## config.mk

```make
export PLATFORM = sky130hd
export DESIGN_NAME = co2_sensor_frame_parser_averager_unit_flat
export DESIGN_NICKNAME = d
export VERILOG_FILES = /design/src/hw/rtl/co2fpa_pkg.sv /design/src/hw/rtl/co2fpa_if.sv /design/src/hw/rtl/co2_sensor_frame_parser_averager_unit.sv /design/src/flat_wrapper.sv
export SDC_FILE = /design/constraint.sdc
export NUM_CORES = 1
export LEC_CHECK = 0
export BUFFER_PORTS_ARGS = -buffer_cell sky130_fd_sc_hd__clkbuf_2
export CAP_MARGIN = 10
export CORE_ASPECT_RATIO = 0.8
export CORE_MARGIN = 5
export CORE_UTILIZATION = 60
export CTS_CLUSTER_SIZE = 20
export DETAILED_ROUTE_END_ITERATION = 6
export GPL_ROUTABILITY_DRIVEN = 0
export PLACE_DENSITY = 0.92
export SLEW_MARGIN = 20
export SYNTH_ARGS = -nofsm -noshare
export SYNTH_HDL_FRONTEND = slang
export SYNTH_SLANG_ARGS = --single-unit
```

## constraint.sdc

```tcl
create_clock -name clock -period 4.7 [get_ports clock]
set_input_delay 1.41 -clock clock [delete_from_list [all_inputs] [get_ports clock]]
set_output_delay 1.41 -clock clock [all_outputs]
set_load 0.01 [all_outputs]
```

## src/hw/rtl/co2fpa_pkg.sv

```systemverilog
// Package for the CO2 sensor frame parser and averager.
// Holds frame constants, status codes, register map and state type.
// No dependencies; compiled first.
`default_nettype none

package co2fpa_pkg;

   // default sizes of the reading accumulators
   localparam int COUNT_WIDTH_DEF = 16;
   localparam int SUM_WIDTH_DEF   = 32;

   // frame format
   localparam logic [7:0]  START_BYTE     = 8'hFF;
   localparam logic [7:0]  CMD_BYTE       = 8'h86;
   localparam logic [15:0] NOT_READY_MARK = 16'd15000;
   localparam logic [3:0]  FRAME_LAST     = 4'd8;

   // register map
   localparam int          CSR_ADDR_W    = 4;
   localparam logic [1:0]  REG_PPM_MIN   = 2'd0;
   localparam logic [1:0]  REG_PPM_MAX   = 2'd1;
   localparam logic [1:0]  REG_GOOD_STAT = 2'd2;

   localparam logic [15:0] PPM_MIN_RESET   = 16'd100;
   localparam logic [15:0] PPM_MAX_RESET   = 16'd6000;
   localparam logic [7:0]  GOOD_STAT_RESET = 8'd64;

   // result status codes
   localparam logic [2:0] STATUS_OK         = 3'd0;
   localparam logic [2:0] STATUS_UNRELIABLE = 3'd1;
   localparam logic [2:0] STATUS_FRAME_ERR  = 3'd2;
   localparam logic [2:0] STATUS_NOT_READY  = 3'd3;
   localparam logic [2:0] STATUS_RANGE      = 3'd4;

   typedef enum logic [1:0] {
      ST_IDLE,
      ST_ACCUM,
      ST_DIVIDE,
      ST_DONE
   } state_type;

endpackage

`default_nettype wire

```

## src/hw/rtl/co2fpa_if.sv

```systemverilog
// Handshake channels of the CO2 frame parser: received byte in, frame result out.
// Valid/ready, a beat moves when both are high. Depends on nothing.
`default_nettype none

interface co2fpa_req_if;
   logic       valid;
   logic       ready;
   logic [7:0] rx_byte;
   logic       avg_clear;

   modport source (output valid, output rx_byte, output avg_clear, input ready);
   modport sink   (input valid, input rx_byte, input avg_clear, output ready);
endinterface

interface co2fpa_rsp_if;
   logic        valid;
   logic        ready;
   logic [2:0]  status;
   logic [15:0] ppm;
   logic [15:0] average;
   logic        average_valid;

   modport source (output valid, output status, output ppm, output average,
                   output average_valid, input ready);
   modport sink   (input valid, input status, input ppm, input average,
                   input average_valid, output ready);
endinterface

`default_nettype wire

```

## src/hw/rtl/co2_sensor_frame_parser_averager_unit.sv

```systemverilog
// CO2 sensor frame parser and running averager, top level.
// Depends on co2fpa_pkg and the channel interfaces in co2fpa_if.sv.
//
// req_bus carries one received UART byte per beat plus avg_clear. The block
// hunts for 0xFF, collects the 8 bytes after it and, on the ninth byte,
// checks checksum, command, not-ready marker, ppm range and status byte.
// rsp_bus then gives one beat: status, ppm, running average and its valid.
// Bytes that do not end a frame give nothing.
// The ninth byte is handled in steps: evaluate, accumulate, SUM_WIDTH steps
// of a shared restoring subtract/compare unit for sum / count, and load the
// output register.
// With no good reading held the divide is skipped.
// req_bus.ready is low from the accumulate step until the output register is loaded.
// The result sits in an output register; the next frame's bytes are taken
// while it waits. If rsp_bus stalls until the next frame is finished, that
// frame waits in its last step until the register frees.
// avg_clear on the ninth byte clears sum and count after the average is
// taken. csr_* is an APB-style write/read port for ppm_min, ppm_max and
// good_status_byte. Synchronous reset returns to hunting with empty sum and
// count and the register reset values; no result is pending after reset.
`default_nettype none

module co2_sensor_frame_parser_averager_unit #(
   parameter int COUNT_WIDTH = co2fpa_pkg::COUNT_WIDTH_DEF,
   parameter int SUM_WIDTH   = co2fpa_pkg::SUM_WIDTH_DEF
) (
   input  wire logic                              clock,
   input  wire logic                              reset,
   co2fpa_req_if.sink                             req_bus,
   co2fpa_rsp_if.source                           rsp_bus,
   input  wire logic                              csr_psel,
   input  wire logic                              csr_penable,
   input  wire logic                              csr_pwrite,
   input  wire logic [co2fpa_pkg::CSR_ADDR_W-1:0] csr_paddr,
   input  wire logic [31:0]                       csr_pwdata,
   output logic      [31:0]                       csr_prdata,
   output logic                                   csr_pready
);
   import co2fpa_pkg::*;

   localparam int ITER_W = $clog2(SUM_WIDTH);

   // configuration
   logic [15:0] ppm_min_ff, ppm_max_ff;
   logic [7:0]  good_stat_ff;
   logic        csr_write;

   // frame collection
   state_type        state_ff, state_in;
   logic [3:0]       pos_ff, pos_in;
   logic [7:0]       chk_ff, chk_in;
   logic [7:0]       frame_ff [1:7];
   logic             frame_we;

   // evaluated frame
   logic [2:0]       status_ff, status_in;
   logic [15:0]      ppm_ff, ppm_in;
   logic             clear_ff, clear_in;

   // accumulators and divider
   logic [SUM_WIDTH-1:0]   sum_ff, sum_in;
   logic [COUNT_WIDTH-1:0] count_ff, count_in;
   logic [SUM_WIDTH-1:0]   quo_ff, quo_in;
   logic [COUNT_WIDTH-1:0] rem_ff, rem_in;
   logic [ITER_W-1:0]      iter_ff, iter_in;

   // output register
   logic        rsp_valid_ff, rsp_valid_in;
   logic [2:0]  rsp_status_ff, rsp_status_in;
   logic [15:0] rsp_ppm_ff, rsp_ppm_in;
   logic [15:0] rsp_avg_ff, rsp_avg_in;
   logic        rsp_avgv_ff, rsp_avgv_in;

   // combinational helpers
   logic                 req_fire;
   logic                 hunting;
   logic [15:0]          frame_ppm, frame_marker;
   logic                 frame_bad;
   logic [2:0]           frame_status;
   logic [SUM_WIDTH:0]   sum_ext;
   logic [SUM_WIDTH-1:0] sum_sat;
   logic [COUNT_WIDTH:0] trial;
   logic                 trial_ge;

   // ---------------- configuration port ----------------
   assign csr_pready = 1'b1;
   assign csr_write  = csr_psel && csr_penable && csr_pwrite && csr_pready;

   always_ff @(posedge clock) begin
      if (reset) begin
         ppm_min_ff   <= PPM_MIN_RESET;
         ppm_max_ff   <= PPM_MAX_RESET;
         good_stat_ff <= GOOD_STAT_RESET;
      end else if (csr_write) begin
         case (csr_paddr[CSR_ADDR_W-1:2])
            REG_PPM_MIN:   ppm_min_ff   <= csr_pwdata[15:0];
            REG_PPM_MAX:   ppm_max_ff   <= csr_pwdata[15:0];
            REG_GOOD_STAT: good_stat_ff <= csr_pwdata[7:0];
            default: ;
         endcase
      end
   end

   always_comb begin
      case (csr_paddr[CSR_ADDR_W-1:2])
         REG_PPM_MIN:   csr_prdata = {16'd0, ppm_min_ff};
         REG_PPM_MAX:   csr_prdata = {16'd0, ppm_max_ff};
         REG_GOOD_STAT: csr_prdata = {24'd0, good_stat_ff};
         default:       csr_prdata = 32'd0;
      endcase
   end

   // ---------------- frame checks ----------------
   assign req_bus.ready = (state_ff == ST_IDLE);
   assign req_fire      = req_bus.valid && req_bus.ready;
   assign hunting       = (pos_ff == 4'd0) || (pos_ff > FRAME_LAST);

   assign frame_ppm    = {frame_ff[2], frame_ff[3]};
   assign frame_marker = {frame_ff[6], frame_ff[7]};
   assign frame_bad    = (8'(8'd0 - chk_ff) != req_bus.rx_byte) || (frame_ff[1] != CMD_BYTE);

   always_comb begin
      if (frame_bad)
         frame_status = STATUS_FRAME_ERR;
      else if (frame_marker == NOT_READY_MARK)
         frame_status = STATUS_NOT_READY;
      else if (frame_ppm < ppm_min_ff || frame_ppm > ppm_max_ff)
         frame_status = STATUS_RANGE;
      else if (frame_ff[5] != good_stat_ff)
         frame_status = STATUS_UNRELIABLE;
      else
         frame_status = STATUS_OK;
   end

   // saturating add of the reading
   assign sum_ext = {1'b0, sum_ff} + (SUM_WIDTH+1)'(ppm_ff);
   assign sum_sat = sum_ext[SUM_WIDTH] ? '1 : sum_ext[SUM_WIDTH-1:0];

   // shared restoring-division step: shift in one dividend bit, trial subtract
   assign trial    = {rem_ff, quo_ff[SUM_WIDTH-1]};
   assign trial_ge = (trial >= {1'b0, count_ff});

   // ---------------- sequencer ----------------
   always_comb begin
      state_in      = state_ff;
      pos_in        = pos_ff;
      chk_in        = chk_ff;
      frame_we      = 1'b0;
      status_in     = status_ff;
      ppm_in        = ppm_ff;
      clear_in      = clear_ff;
      sum_in        = sum_ff;
      count_in      = count_ff;
      quo_in        = quo_ff;
      rem_in        = rem_ff;
      iter_in       = iter_ff;
      rsp_valid_in  = rsp_valid_ff && !rsp_bus.ready;
      rsp_status_in = rsp_status_ff;
      rsp_ppm_in    = rsp_ppm_ff;
      rsp_avg_in    = rsp_avg_ff;
      rsp_avgv_in   = rsp_avgv_ff;

      case (state_ff)
         ST_IDLE: begin
            if (req_fire) begin
               if (hunting) begin
                  pos_in = 4'd0;
                  if (req_bus.rx_byte == START_BYTE) begin
                     chk_in = 8'd0;
                     pos_in = 4'd1;
                  end
               end else if (pos_ff < FRAME_LAST) begin
                  frame_we = 1'b1;
                  chk_in   = chk_ff + req_bus.rx_byte;
                  pos_in   = pos_ff + 4'd1;
               end else begin
                  pos_in    = 4'd0;
                  status_in = frame_status;
                  ppm_in    = frame_bad ? 16'd0 : frame_ppm;
                  clear_in  = req_bus.avg_clear;
                  state_in  = ST_ACCUM;
               end
            end
         end
         ST_ACCUM: begin
            if (status_ff == STATUS_OK && !(&count_ff)) begin
               count_in = count_ff + COUNT_WIDTH'(1);
               sum_in   = sum_sat;
            end
            quo_in   = sum_in;
            rem_in   = '0;
            iter_in  = '0;
            state_in = (count_in == '0) ? ST_DONE : ST_DIVIDE;
         end
         ST_DIVIDE: begin
            rem_in  = trial_ge ? COUNT_WIDTH'(trial - {1'b0, count_ff})
                               : trial[COUNT_WIDTH-1:0];
            quo_in  = {quo_ff[SUM_WIDTH-2:0], trial_ge};
            iter_in = iter_ff + ITER_W'(1);
            if (iter_ff == ITER_W'(SUM_WIDTH - 1))
               state_in = ST_DONE;
         end
         ST_DONE: begin
            if (!rsp_valid_ff || rsp_bus.ready) begin
               rsp_valid_in  = 1'b1;
               rsp_status_in = status_ff;
               rsp_ppm_in    = ppm_ff;
               rsp_avgv_in   = (count_ff != '0);
               rsp_avg_in    = (count_ff != '0) ? quo_ff[15:0] : 16'd0;
               if (clear_ff) begin
                  sum_in   = '0;
                  count_in = '0;
               end
               state_in = ST_IDLE;
            end
         end
         default: state_in = ST_IDLE;
      endcase
   end

   always_ff @(posedge clock) begin
      if (reset) begin
         state_ff     <= ST_IDLE;
         pos_ff       <= 4'd0;
         chk_ff       <= 8'd0;
         sum_ff       <= '0;
         count_ff     <= '0;
         rsp_valid_ff <= 1'b0;
      end else begin
         state_ff     <= state_in;
         pos_ff       <= pos_in;
         chk_ff       <= chk_in;
         sum_ff       <= sum_in;
         count_ff     <= count_in;
         rsp_valid_ff <= rsp_valid_in;
      end
   end

   always_ff @(posedge clock) begin
      status_ff     <= status_in;
      ppm_ff        <= ppm_in;
      clear_ff      <= clear_in;
      quo_ff        <= quo_in;
      rem_ff        <= rem_in;
      iter_ff       <= iter_in;
      rsp_status_ff <= rsp_status_in;
      rsp_ppm_ff    <= rsp_ppm_in;
      rsp_avg_ff    <= rsp_avg_in;
      rsp_avgv_ff   <= rsp_avgv_in;
   end

   // frame byte store, positions 1..7
   always_ff @(posedge clock) begin
      if (frame_we)
         frame_ff[pos_ff[2:0]] <= req_bus.rx_byte;
   end

   assign rsp_bus.valid         = rsp_valid_ff;
   assign rsp_bus.status        = rsp_status_ff;
   assign rsp_bus.ppm           = rsp_ppm_ff;
   assign rsp_bus.average       = rsp_avg_ff;
   assign rsp_bus.average_valid = rsp_avgv_ff;

   // ---------------- assertions ----------------
   a_empty_sum: assert property (@(posedge clock) disable iff (reset)
      count_ff == '0 |-> sum_ff == '0)
      else $error("sum nonzero with empty count");

   a_pos_range: assert property (@(posedge clock) disable iff (reset)
      pos_ff <= FRAME_LAST)
      else $error("byte position beyond frame");

   a_err_ppm: assert property (@(posedge clock) disable iff (reset)
      rsp_valid_ff && rsp_status_ff == STATUS_FRAME_ERR |-> rsp_ppm_ff == 16'd0)
      else $error("frame error beat carries ppm");

   a_ok_avg: assert property (@(posedge clock) disable iff (reset)
      rsp_valid_ff && rsp_status_ff == STATUS_OK |-> rsp_avgv_ff)
      else $error("good reading without valid average");

endmodule

`default_nettype wire

```

## src/flat_wrapper.sv

```systemverilog
// flat-port wrapper written by rule: the top's interface ports become plain ports
module co2_sensor_frame_parser_averager_unit_flat import co2fpa_pkg::*;
#(
   parameter int COUNT_WIDTH = co2fpa_pkg::COUNT_WIDTH_DEF,
   parameter int SUM_WIDTH   = co2fpa_pkg::SUM_WIDTH_DEF
)
  (clock, reset, csr_psel, csr_penable, csr_pwrite, csr_paddr, csr_pwdata, csr_prdata, csr_pready, req_bus_valid, req_bus_rx_byte, req_bus_avg_clear, req_bus_ready, rsp_bus_valid, rsp_bus_status, rsp_bus_ppm, rsp_bus_average, rsp_bus_average_valid, rsp_bus_ready);
  co2fpa_req_if req_bus_i ();
  co2fpa_rsp_if rsp_bus_i ();
  input  wire logic clock;
  input  wire logic reset;
  input  wire logic csr_psel;
  input  wire logic csr_penable;
  input  wire logic csr_pwrite;
  input  wire logic [co2fpa_pkg::CSR_ADDR_W-1:0] csr_paddr;
  input  wire logic [31:0] csr_pwdata;
  output logic      [31:0] csr_prdata;
  output logic csr_pready;
  input wire logic [$bits(req_bus_i.valid)-1:0] req_bus_valid;
  input wire logic [$bits(req_bus_i.rx_byte)-1:0] req_bus_rx_byte;
  input wire logic [$bits(req_bus_i.avg_clear)-1:0] req_bus_avg_clear;
  output wire logic [$bits(req_bus_i.ready)-1:0] req_bus_ready;
  output wire logic [$bits(rsp_bus_i.valid)-1:0] rsp_bus_valid;
  output wire logic [$bits(rsp_bus_i.status)-1:0] rsp_bus_status;
  output wire logic [$bits(rsp_bus_i.ppm)-1:0] rsp_bus_ppm;
  output wire logic [$bits(rsp_bus_i.average)-1:0] rsp_bus_average;
  output wire logic [$bits(rsp_bus_i.average_valid)-1:0] rsp_bus_average_valid;
  input wire logic [$bits(rsp_bus_i.ready)-1:0] rsp_bus_ready;
  assign req_bus_i.valid = req_bus_valid;
  assign req_bus_i.rx_byte = req_bus_rx_byte;
  assign req_bus_i.avg_clear = req_bus_avg_clear;
  assign req_bus_ready = req_bus_i.ready;
  assign rsp_bus_valid = rsp_bus_i.valid;
  assign rsp_bus_status = rsp_bus_i.status;
  assign rsp_bus_ppm = rsp_bus_i.ppm;
  assign rsp_bus_average = rsp_bus_i.average;
  assign rsp_bus_average_valid = rsp_bus_i.average_valid;
  assign rsp_bus_i.ready = rsp_bus_ready;
  co2_sensor_frame_parser_averager_unit #(.COUNT_WIDTH(COUNT_WIDTH), .SUM_WIDTH(SUM_WIDTH)) u_core (.clock(clock), .reset(reset), .req_bus(req_bus_i), .rsp_bus(rsp_bus_i), .csr_psel(csr_psel), .csr_penable(csr_penable), .csr_pwrite(csr_pwrite), .csr_paddr(csr_paddr), .csr_pwdata(csr_pwdata), .csr_prdata(csr_prdata), .csr_pready(csr_pready));
endmodule
```

==> results by group, run 1 <==
Yosys
  – Synth Instances: 1448
  – Main combinational cell family by area after synthesis: simple AND/OR/NAND/NOR gates
  – Most frequent cell after synthesis: nand2_1
  – Ys async rst share: 0%
  – Post-synthesis simple-gate area fraction: 17.3%
  – Mapped cell area: 14200 um2
  – Seq cells post-synth: 260
  – Area share of xor/xnor cells in the synthesized design: 4.08%
  – Post-synthesis mux area share: 2.98%
  – Synth Area in Compound Gates: 15.5%
  – Main synth FF type: edfxtp_1
  – Number of synthesized flops with an enable pin: 157
  – Synth warn: 0
  – Synth area leaders: edfxtp_1 33%, dfxtp_1 15%, ha_1 7.2%
  – Top cell type's share of synthesized area: 33.3%
  – Seq/Total Area, Yosys: 47.8%
  – Syn_area_per_cell: 9.79 um2
  – Cell variety after synth: 85
  – Synth area leader: edfxtp_1
  – Area share of fa/ha/maj cells after synthesis: 7.57%
  – List of most frequent post-synthesis cells: 175 x nand2_1, 157 x edfxtp_1, 109 x nor2_1

Die
  – Die area: 26800 um2
  – Die width: 182 um
  – # IOs: 123
  – Initial Util: 60.7%
  – Row count: 50
  – Core footprint: 23300 um2
  – Chip Height: 147 um

CTS
  – Clock root cell: clkbuf_16
  – Clock-pin slew on the worst setup and hold paths: 60 ps
  – CTS sink cnt: 260
  – Clk Latency, worst-skew pair: 540 ps
  – Post-cts hold buffer count: 0
  – Post-CTS Resized: 0
  – CTS tree: done
  – Worst-case clock buffer depth: 3
  – CTS Buf Count: 25
  – H-tree Lvls: 1
  – Postcts setup bufs: 0

Min path
  – Hold Path Depth: 0
  – Worst hold endpoint: u_core.rsp_bus.status[0]
  – Tightest Hold Check Type: flop to flop
  – Hold_sp: u_core.status_ff[0]

STA
  – Final hold vios: 0
  – Worst-Margin Slew: 1040 ps
  – RSZ-0062 raised after global routing: false
  – Post-layout min period: 3950 ps
  – Setup TNS: 0 ps
  – Final setup skew: 23.8 ps
  – Endpoints failing setup: 0
  – Relative slew slack: 30.7%
  – Crit share post-route: 84.1%
  – Highest achievable clock rate: 0.253 GHz
  – Final slew viol count: 0

Setup path
  – Critical path type: primary input to output pin
  – Worst-path fanout max: 9
  – Worst setup SP type: primary input
  – Worst-case reg-to-reg path depth: 10
  – R2R Path Start: u_core.sum_ff[0]
  – Worst Setup End Kind: output pin
  – Reg-to-reg endpoint: u_core.quo_ff[31]
  – Flop-to-flop setup slack: 960 ps
  – Arrival @ worst endpoint: 2540 ps
  – WP data required: 3290 ps

Layout
  – Share of cells above drive strength 1: 11.4%
  – Final antenna diode count: 0
  – End-of-flow core utilization: 66.9%
  – Area Growth Syn to Fin: 10.1%
  – Fin nets: 1649

Drt
  – DR top layer: met4
  – Antenna-violating nets left: 0
  – Routed WL: 35500 um
  – Post-route DRC: 0
  – Via count: 11758
  – Met3 routed WL: 3720 um
  – Via density per instance: 6.38
  – DRT met1 WL: 14200 um
  – Met2 WL post-DR: 16300 um
  – Wirelength per Cell: 19.2 um
  – Initial DRC count: 1544
  – Pre-antenna DRT Iters: 6

Global routing
  – Vias in the first global route: 11180
  – GRT Util Overall: 25.2%
  – First-pass GRT wire length: 56400 um
  – Initial antenna violation count: 0
  – Total grt overflow: 0
  – Pin count of the biggest net entering global routing: 63

Pwr
  – Design internal power: 0.00358 W
  – Gate power share: 3.6%
  – Flop pwr share: 52.7%
  – Share of total power in the clock network: 43.7%
  – PD cells: 293 nW/um2
  – Sw Share: 21.8%
  – Worst IR Drop VDD: 0.291 mV
  – Sw Pwr: 0.000999 W
  – Leak: 5.89 nW

Run
  – MaxCap Viol Count: 0

Placed design
  – Port Buffer Count: 87
  – DPL Wire Length: 24700 um

Status
  – Status: completed
power groups by stage:
stage	logic, W	clock network (W)	registers (W)
floorplan	0.000111	0	0.00246
global placement	0.000153	0	0.00246
detailed placement	0.000160	0	0.00246
CTS	0.000163	0.00201	0.00241
global route	0.000180	0.00210	0.00241
finish	0.000166	0.00200	0.00241
metal layers:
metal	track usage, %	up-vias
met2	40.1	724
li1	-	5373
met1	34.6	5549
met4	8.85	0
met5	0	-
met3	4.92	112
critical path, stage by stage:
cell      delay, ps
clkbuf_2         90
nor2b_1         570
nand2_1         120
o21ai_0         150
clkbuf_2        190
state kept, by name, indices dropped and copies added (netlist names), 4 cells and up:
register and count:
u_core.chk_ff 8, u_core.count_ff 16, u_core.frame_ff 48, u_core.good_stat_ff 8, u_core.iter_ff 5, u_core.pos_ff 4, u_core.ppm_ff 16, u_core.ppm_max_ff 16
u_core.ppm_min_ff 16, u_core.quo_ff 32, u_core.rem_ff 16, u_core.rsp_bus.average 16, u_core.rsp_bus.ppm 16, u_core.sum_ff 32
cell families after synthesis:
group | Yosys count
compound gates | 341
xor+xnor | 66
fa+ha+maj | 84
buf+inv | 150
flops | 260
mux | 42
other cells | 2
simple gates | 503
metrics by stage:
stage | std cells | instance area (um2) | hold slack [ps] | power [W] | setup WS, ps
floorplan | 1463 | 14200 | 417 | 0.00257 | 356
global placement | 1798 | 14800 | 423 | 0.00262 | 922
detailed placement | 1798 | 14800 | 429 | 0.00262 | 892
CTS | 1844 | 15600 | 443 | 0.00458 | 805
global route | 1844 | 15600 | 460 | 0.00469 | 706
finish | 1844 | 15600 | 443 | 0.00458 | 749
final cells by class:
class | count | area [um2]
clock inverter | 10 | 81.3
multi-input combinational | 1053 | 6830
fill | 1657 | 7730
tap | 312 | 390
sequential | 260 | 6780
inverter | 70 | 263
timing repair buffer | 103 | 556
clock buffer | 36 | 717
cell usage in the layout (no fill, tap or decap), types with 13 or more instances in the layout:
| cell | Yosys | final |
|---|---|---|
| nand2_1 | 175 | 175 |
| nand4_1 | 29 | 29 |
| dfxtp_1 | 103 | 103 |
| nor2_1 | 109 | 109 |
| a21oi_1 | 98 | 98 |
| inv_1 | 68 | 68 |
| o22ai_1 | 13 | 13 |
| mux2i_1 | 41 | 41 |
| xnor2_1 | 50 | 50 |
| xor2_1 | 16 | 16 |
| a211oi_1 | 15 | 15 |
| a31oi_1 | 20 | 19 |
| ha_1 | 81 | 80 |
| and3_1 | 16 | 16 |
| o21ai_0 | 77 | 77 |
| clkbuf_2 | 1 | 87 |
| nor2b_1 | 15 | 14 |
| and2_1 | 39 | 39 |
| nand3_1 | 21 | 21 |
| buf_4 | 18 | 16 |
| a21o_1 | 18 | 18 |
| clkbuf_16 | 0 | 25 |
| edfxtp_1 | 157 | 157 |
| o211ai_1 | 18 | 18 |
| nor3_1 | 37 | 36 |
| nor4_1 | 15 | 15 |
| conb_1 | 2 | 17 |
worst max-delay path by stage:
stage / to / start / depth (start not counted) / slack (ps)
finish: csr_prdata[0] / csr_paddr[2] / 5 / 750
global route: csr_prdata[0] / csr_paddr[2] / 5 / 710
CTS: csr_prdata[0] / csr_paddr[2] / 5 / 810
detailed placement: csr_prdata[5] / csr_paddr[2] / 5 / 890
global placement: csr_prdata[5] / csr_paddr[2] / 5 / 920
floorplan: u_core.sum_ff[31] / rsp_bus_ready / 8 / 360
Note: power is estimated with default switching activity, not from simulation.
==> run 2, diff against run 1 <==
==> constraint.sdc (replaced) <==
create_clock -name clock -period 4 [get_ports clock]
set_input_delay 1.2 -clock clock [delete_from_list [all_inputs] [get_ports clock]]
set_output_delay 1.2 -clock clock [all_outputs]
set_load 0.01 [all_outputs]
==> results by group, run 2 (synthesized netlist as in run 1, its figures left out) <==
Status
  – Status: completed

Global routing
  – Pin count of the biggest net entering global routing: 51
  – Total grt overflow: 0
  – First-pass GRT wire length: 57200 um
  – Initial antenna violation count: 0
  – GRT Util Overall: 25.7%
  – Vias in the first global route: 11315

Layout
  – Fillcell total: 1644
  – Max reg flops: 48
  – Area Growth Syn to Fin: 10.8%
  – Share of cells above drive strength 1: 11.5%
  – Most common cell after layout, fill and taps aside: nand2_1
  – Footprint of the multi-input gates: 6830 um2
  – Final antenna diode count: 0
  – Register Area: 6780 um2
  – Commonest cells after routing, fill and taps aside: 175 x nand2_1, 157 x edfxtp_1, 109 x nor2_1
  – Fin nets: 1658

Die
  – Chip Height: 147 um
  – Die width: 182 um
  – # IOs: 123
  – Core footprint: 23300 um2
  – Initial Util: 60.7%
  – Row count: 50
  – Die area: 26800 um2

STA
  – Crit share post-route: 89.2%
  – Final setup skew: 10.8 ps
  – Relative slew slack: 29.2%
  – RSZ-0062 raised after global routing: false
  – Endpoints failing setup: 0
  – Highest achievable clock rate: 0.280 GHz
  – Final slew viol count: 0
  – Setup TNS: 0 ps
  – Post-layout min period: 3570 ps
  – Worst-Margin Slew: 1060 ps
  – Setup WS post-layout: 433 ps
  – Final hold vios: 0

Drt
  – DRT met1 WL: 14400 um
  – Met2 WL post-DR: 16900 um
  – Routed WL: 35900 um
  – Via density per instance: 6.36
  – Met3 routed WL: 3510 um
  – Pre-antenna DRT Iters: 6
  – Antenna-violating nets left: 0
  – Initial DRC count: 1479
  – Wirelength per Cell: 19.4 um
  – DR top layer: met4
  – Post-route DRC: 0
  – Via count: 11799

Placed design
  – DPL Wire Length: 24400 um
  – Port Buffer Count: 87
  – Post-place setup slack: 547 ps

CTS
  – Clock-pin slew on the worst setup and hold paths: 70 ps
  – Clock root cell: clkbuf_16
  – CTS tree: done
  – Postcts setup bufs: 0
  – Clk Latency, worst-skew pair: 530 ps
  – Post-cts hold buffer count: 0
  – CTS Buf Count: 26
  – Post-CTS Resized: 0
  – H-tree Lvls: 1
  – CTS sink cnt: 260
  – Worst-case clock buffer depth: 3

Pwr
  – Design internal power: 0.00430 W
  – Flop pwr share: 51.9%
  – Gate power share: 3.7%
  – Worst IR Drop VDD: 0.236 mV
  – Sw Share: 21.4%
  – Leak: 5.93 nW
  – Sw Pwr: 0.00117 W
  – PD cells: 348 nW/um2
  – Share of total power in the clock network: 44.4%

Setup path
  – Worst setup SP type: flop
  – Arrival @ worst endpoint: 3920 ps
  – Worst-path fanout max: 13
  – Worst Setup End Kind: flop
  – Critical path type: flop to flop
  – WP data required: 4350 ps

Min path
  – Tightest Hold Check Type: flop to flop

Run
  – MaxCap Viol Count: 0
[run 2: changes by cell type in the layout (fill, tap and decap cells not counted), sizes merged]
cell	before	now
clkbuf	123	125
clkinv	7	9
bufinv	1	2
buf	16	24
inv	72	69
[run 2: final cells by class]
cell class | count | share of cell area (%)
Clock inverter | 10 | 0.613
Tap cell | 312 | 2.49
Clock buffer | 38 | 4.69
Inverter | 70 | 1.67
Timing Repair Buffer | 111 | 3.92
Sequential cell | 260 | 43.2
Multi-Input combinational cell | 1053 | 43.5
[run 2: critical path: stages (launching register included)]
cell      delay [ps]
dfxtp_1          390
ha_1             270
fa_1             280
a211oi_1         120
o21ai_0          270
nand4_1          260
o21ai_1          400
or2_1            330
nand3_1          490
and3_1           370
o31ai_1          190
[run 2: final timing paths]
check / endpoint / startpoint / slack (ps) / cells past startpoint
min reg2reg: u_core.rsp_bus.status[2] / u_core.status_ff[2] / 440 / 0
max reg2reg: u_core.quo_ff[23] / u_core.sum_ff[0] / 430 / 10
min: u_core.rsp_bus.status[2] / u_core.status_ff[2] / 440 / 0
max: u_core.quo_ff[23] / u_core.sum_ff[0] / 430 / 10
[run 2: per-stage QoR]
step	utilization [%]	area (um2)	cells	power, W	hold slack [ps]
final	67.3	15700	1854	0.00547	443
after global routing	67.3	15700	1854	0.00561	454
after CTS	67.3	15700	1854	0.00546	440
after detailed placement	63.7	14900	1806	0.00308	435
after global placement	63.7	14900	1806	0.00308	422
after floorplan	-	14200	1463	0.00302	417
[run 2: layer usage]
metal	GRT usage [%]	up-vias
met4	8.25	0
met5	0	-
li1	-	5396
met2	42.9	667
met1	34.5	5633
met3	4.26	103
[run 2: power groups by stage]
stage / Sequential (W) / Combinational [W] / Clock (W)
after floorplan: 0.00289 / 0.000130 / 0
after global placement: 0.00289 / 0.000183 / 0
after detailed placement: 0.00289 / 0.000190 / 0
after CTS: 0.00284 / 0.000195 / 0.00243
after global routing: 0.00284 / 0.000216 / 0.00256
final: 0.00284 / 0.000201 / 0.00243
==> run 3, diff against run 2 <==
--- a/config.mk
+++ b/config.mk
@@ -7,10 +7,9 @@
 export LEC_CHECK = 0
 export BUFFER_PORTS_ARGS = -buffer_cell sky130_fd_sc_hd__clkbuf_2
 export CAP_MARGIN = 10
-export CORE_ASPECT_RATIO = 0.8
 export CORE_MARGIN = 5
 export CORE_UTILIZATION = 60
-export CTS_CLUSTER_SIZE = 20
+export CTS_CLUSTER_SIZE = 25
 export DETAILED_ROUTE_END_ITERATION = 6
 export GPL_ROUTABILITY_DRIVEN = 0
 export PLACE_DENSITY = 0.92
==> results by group, run 3 (synthesized netlist as in run 1, its figures left out) <==
Status
  – Status: completed

STA
  – Final hold vios: 0
  – RSZ-0062 raised after global routing: false
  – Setup TNS: 0 ps
  – Highest achievable clock rate: 0.282 GHz
  – Post-layout min period: 3550 ps
  – Crit share post-route: 88.7%
  – Final setup skew: 8.70 ps
  – Relative slew slack: 27.7%
  – Worst-Margin Slew: 1080 ps
  – Setup WS post-layout: 452 ps
  – Endpoints failing setup: 0
  – Final slew viol count: 0

CTS
  – CTS sink cnt: 260
  – Postcts setup bufs: 0
  – Post-cts hold buffer count: 0
  – CTS tree: done
  – Post-CTS Resized: 0
  – CTS Buf Count: 28
  – Clock-pin slew on the worst setup and hold paths: 60 ps
  – Worst-case clock buffer depth: 3
  – Clk Latency, worst-skew pair: 540 ps
  – Clock root cell: clkbuf_16
  – H-tree Lvls: 1

Layout
  – Commonest cells after routing, fill and taps aside: 175 x nand2_1, 157 x edfxtp_1, 109 x nor2_1
  – Final antenna diode count: 0
  – Share of cells above drive strength 1: 12.2%
  – Most common cell after layout, fill and taps aside: nand2_1
  – Area Growth Syn to Fin: 11.7%
  – Fin nets: 1661
  – End-of-flow core utilization: 67.8%
  – Max reg flops: 48

Pwr
  – Worst IR Drop VDD: 0.463 mV
  – PD cells: 358 nW/um2
  – Leak: 5.98 nW

Drt
  – DRT met1 WL: 13500 um
  – Post-route DRC: 0
  – Pre-antenna DRT Iters: 6
  – Wirelength per Cell: 19.2 um
  – DR top layer: met4
  – Met2 WL post-DR: 17300 um
  – Met3 routed WL: 3210 um
  – Routed WL: 35900 um
  – Initial DRC count: 1171
  – Via density per instance: 6.37
  – Antenna-violating nets left: 0
  – Via count: 11889

Global routing
  – Pin count of the biggest net entering global routing: 63
  – GRT Util Overall: 26.6%
  – First-pass GRT wire length: 58200 um
  – Total grt overflow: 0
  – Vias in the first global route: 11728
  – Initial antenna violation count: 0

Die
  – Core footprint: 23300 um2
  – Row count: 56
  – Chip Height: 164 um
  – Initial Util: 60.7%
  – Die area: 26800 um2
  – Die width: 164 um
  – # IOs: 123

Setup path
  – WP data required: 4270 ps
  – Arrival @ worst endpoint: 3820 ps
  – Slowest stage cell on the critical path: edfxtp_1
  – Sequence of cells on the critical path: ha_1 > fa_1 > a211oi_1 > o21ai_0 > nand4_1 > o21ai_1 > or2_1 > nand3_1 > and3_1 > o31ai_1
  – CP max stage delay: 450 ps
  – Worst setup SP type: flop
  – Worst Setup End Kind: flop
  – Worst-path fanout max: 13
  – Critical path type: flop to flop

Run
  – MaxCap Viol Count: 0

Placed design
  – Port Buffer Count: 87
  – Post-place setup slack: 544 ps
  – DPL Wire Length: 24100 um

Min path
  – Tightest Hold Check Type: flop to flop
-- run 3: cell count changes in the layout (fill, tap and decap cells not counted) --
| cell | delta |
|---|---|
| inv_6 | +1 |
| clkbuf_1 | -5 |
| clkbuf_16 | +2 |
| clkinvlp_4 | +3 |
| clkinv_4 | +3 |
| clkbuf_8 | -1 |
| buf_4 | +1 |
| bufinv_16 | +1 |
-- run 3: per-stage QoR --
stage,hold WS (ps),total power (W),instance area [um2],std cells
global route,472,0.00580,15800,1866
finish,443,0.00566,15800,1866
CTS,442,0.00566,15800,1866
detailed placement,428,0.00308,14900,1814
floorplan,417,0.00302,14200,1463
global placement,425,0.00307,14900,1814
-- run 3: final cells by class --
| cell class | count | area (um2) |
|---|---|---|
| Fill cell | 1584 | 7510 |
| Multi-Input combinational cell | 1053 | 6830 |
| Sequential cell | 260 | 6780 |
| Clock buffer | 34 | 754 |
| Timing Repair Buffer | 112 | 623 |
| Tap cell | 319 | 399 |
| Inverter | 70 | 263 |
| Clock inverter | 18 | 184 |
-- run 3: worst paths after layout --
path / startpoint / end / slack (ps) / cells after the start
worst max-delay path: u_core.ppm_ff[0] / u_core.quo_ff[31] / 450 / 10
worst max register to register: u_core.ppm_ff[0] / u_core.quo_ff[31] / 450 / 10
worst min register to register: u_core.status_ff[1] / u_core.rsp_bus.status[1] / 440 / 0
worst min-delay path: u_core.status_ff[1] / u_core.rsp_bus.status[1] / 440 / 0
-- run 3: report_power, final --
group | internal (W) | leakage, nW | switching, W
clock | 0.00154 | 0.453 | 0.00108
sequential | 0.00283 | 2.28 | 0.0000108
combinational | 0.0000695 | 3.25 | 0.000134
total | 0.00444 | 5.98 | 0.00122
-- run 3: per-layer routing --
| layer | up-vias | GRT usage, % |
|---|---|---|
| met2 | 746 | 45.2 |
| met5 | - | 0 |
| met1 | 5546 | 32.5 |
| met4 | 0 | 13.7 |
| met3 | 195 | 4.59 |
| li1 | 5402 | - |
-- run 3: worst max-delay path, delay by kind of cell (launching register included) --
kind | cells | cell delay [ps]
AOI/OAI and AO/OA | 4 | 830
adders and majority gates | 2 | 700
DFF | 1 | 450
and+or+nand+nor | 4 | 1300
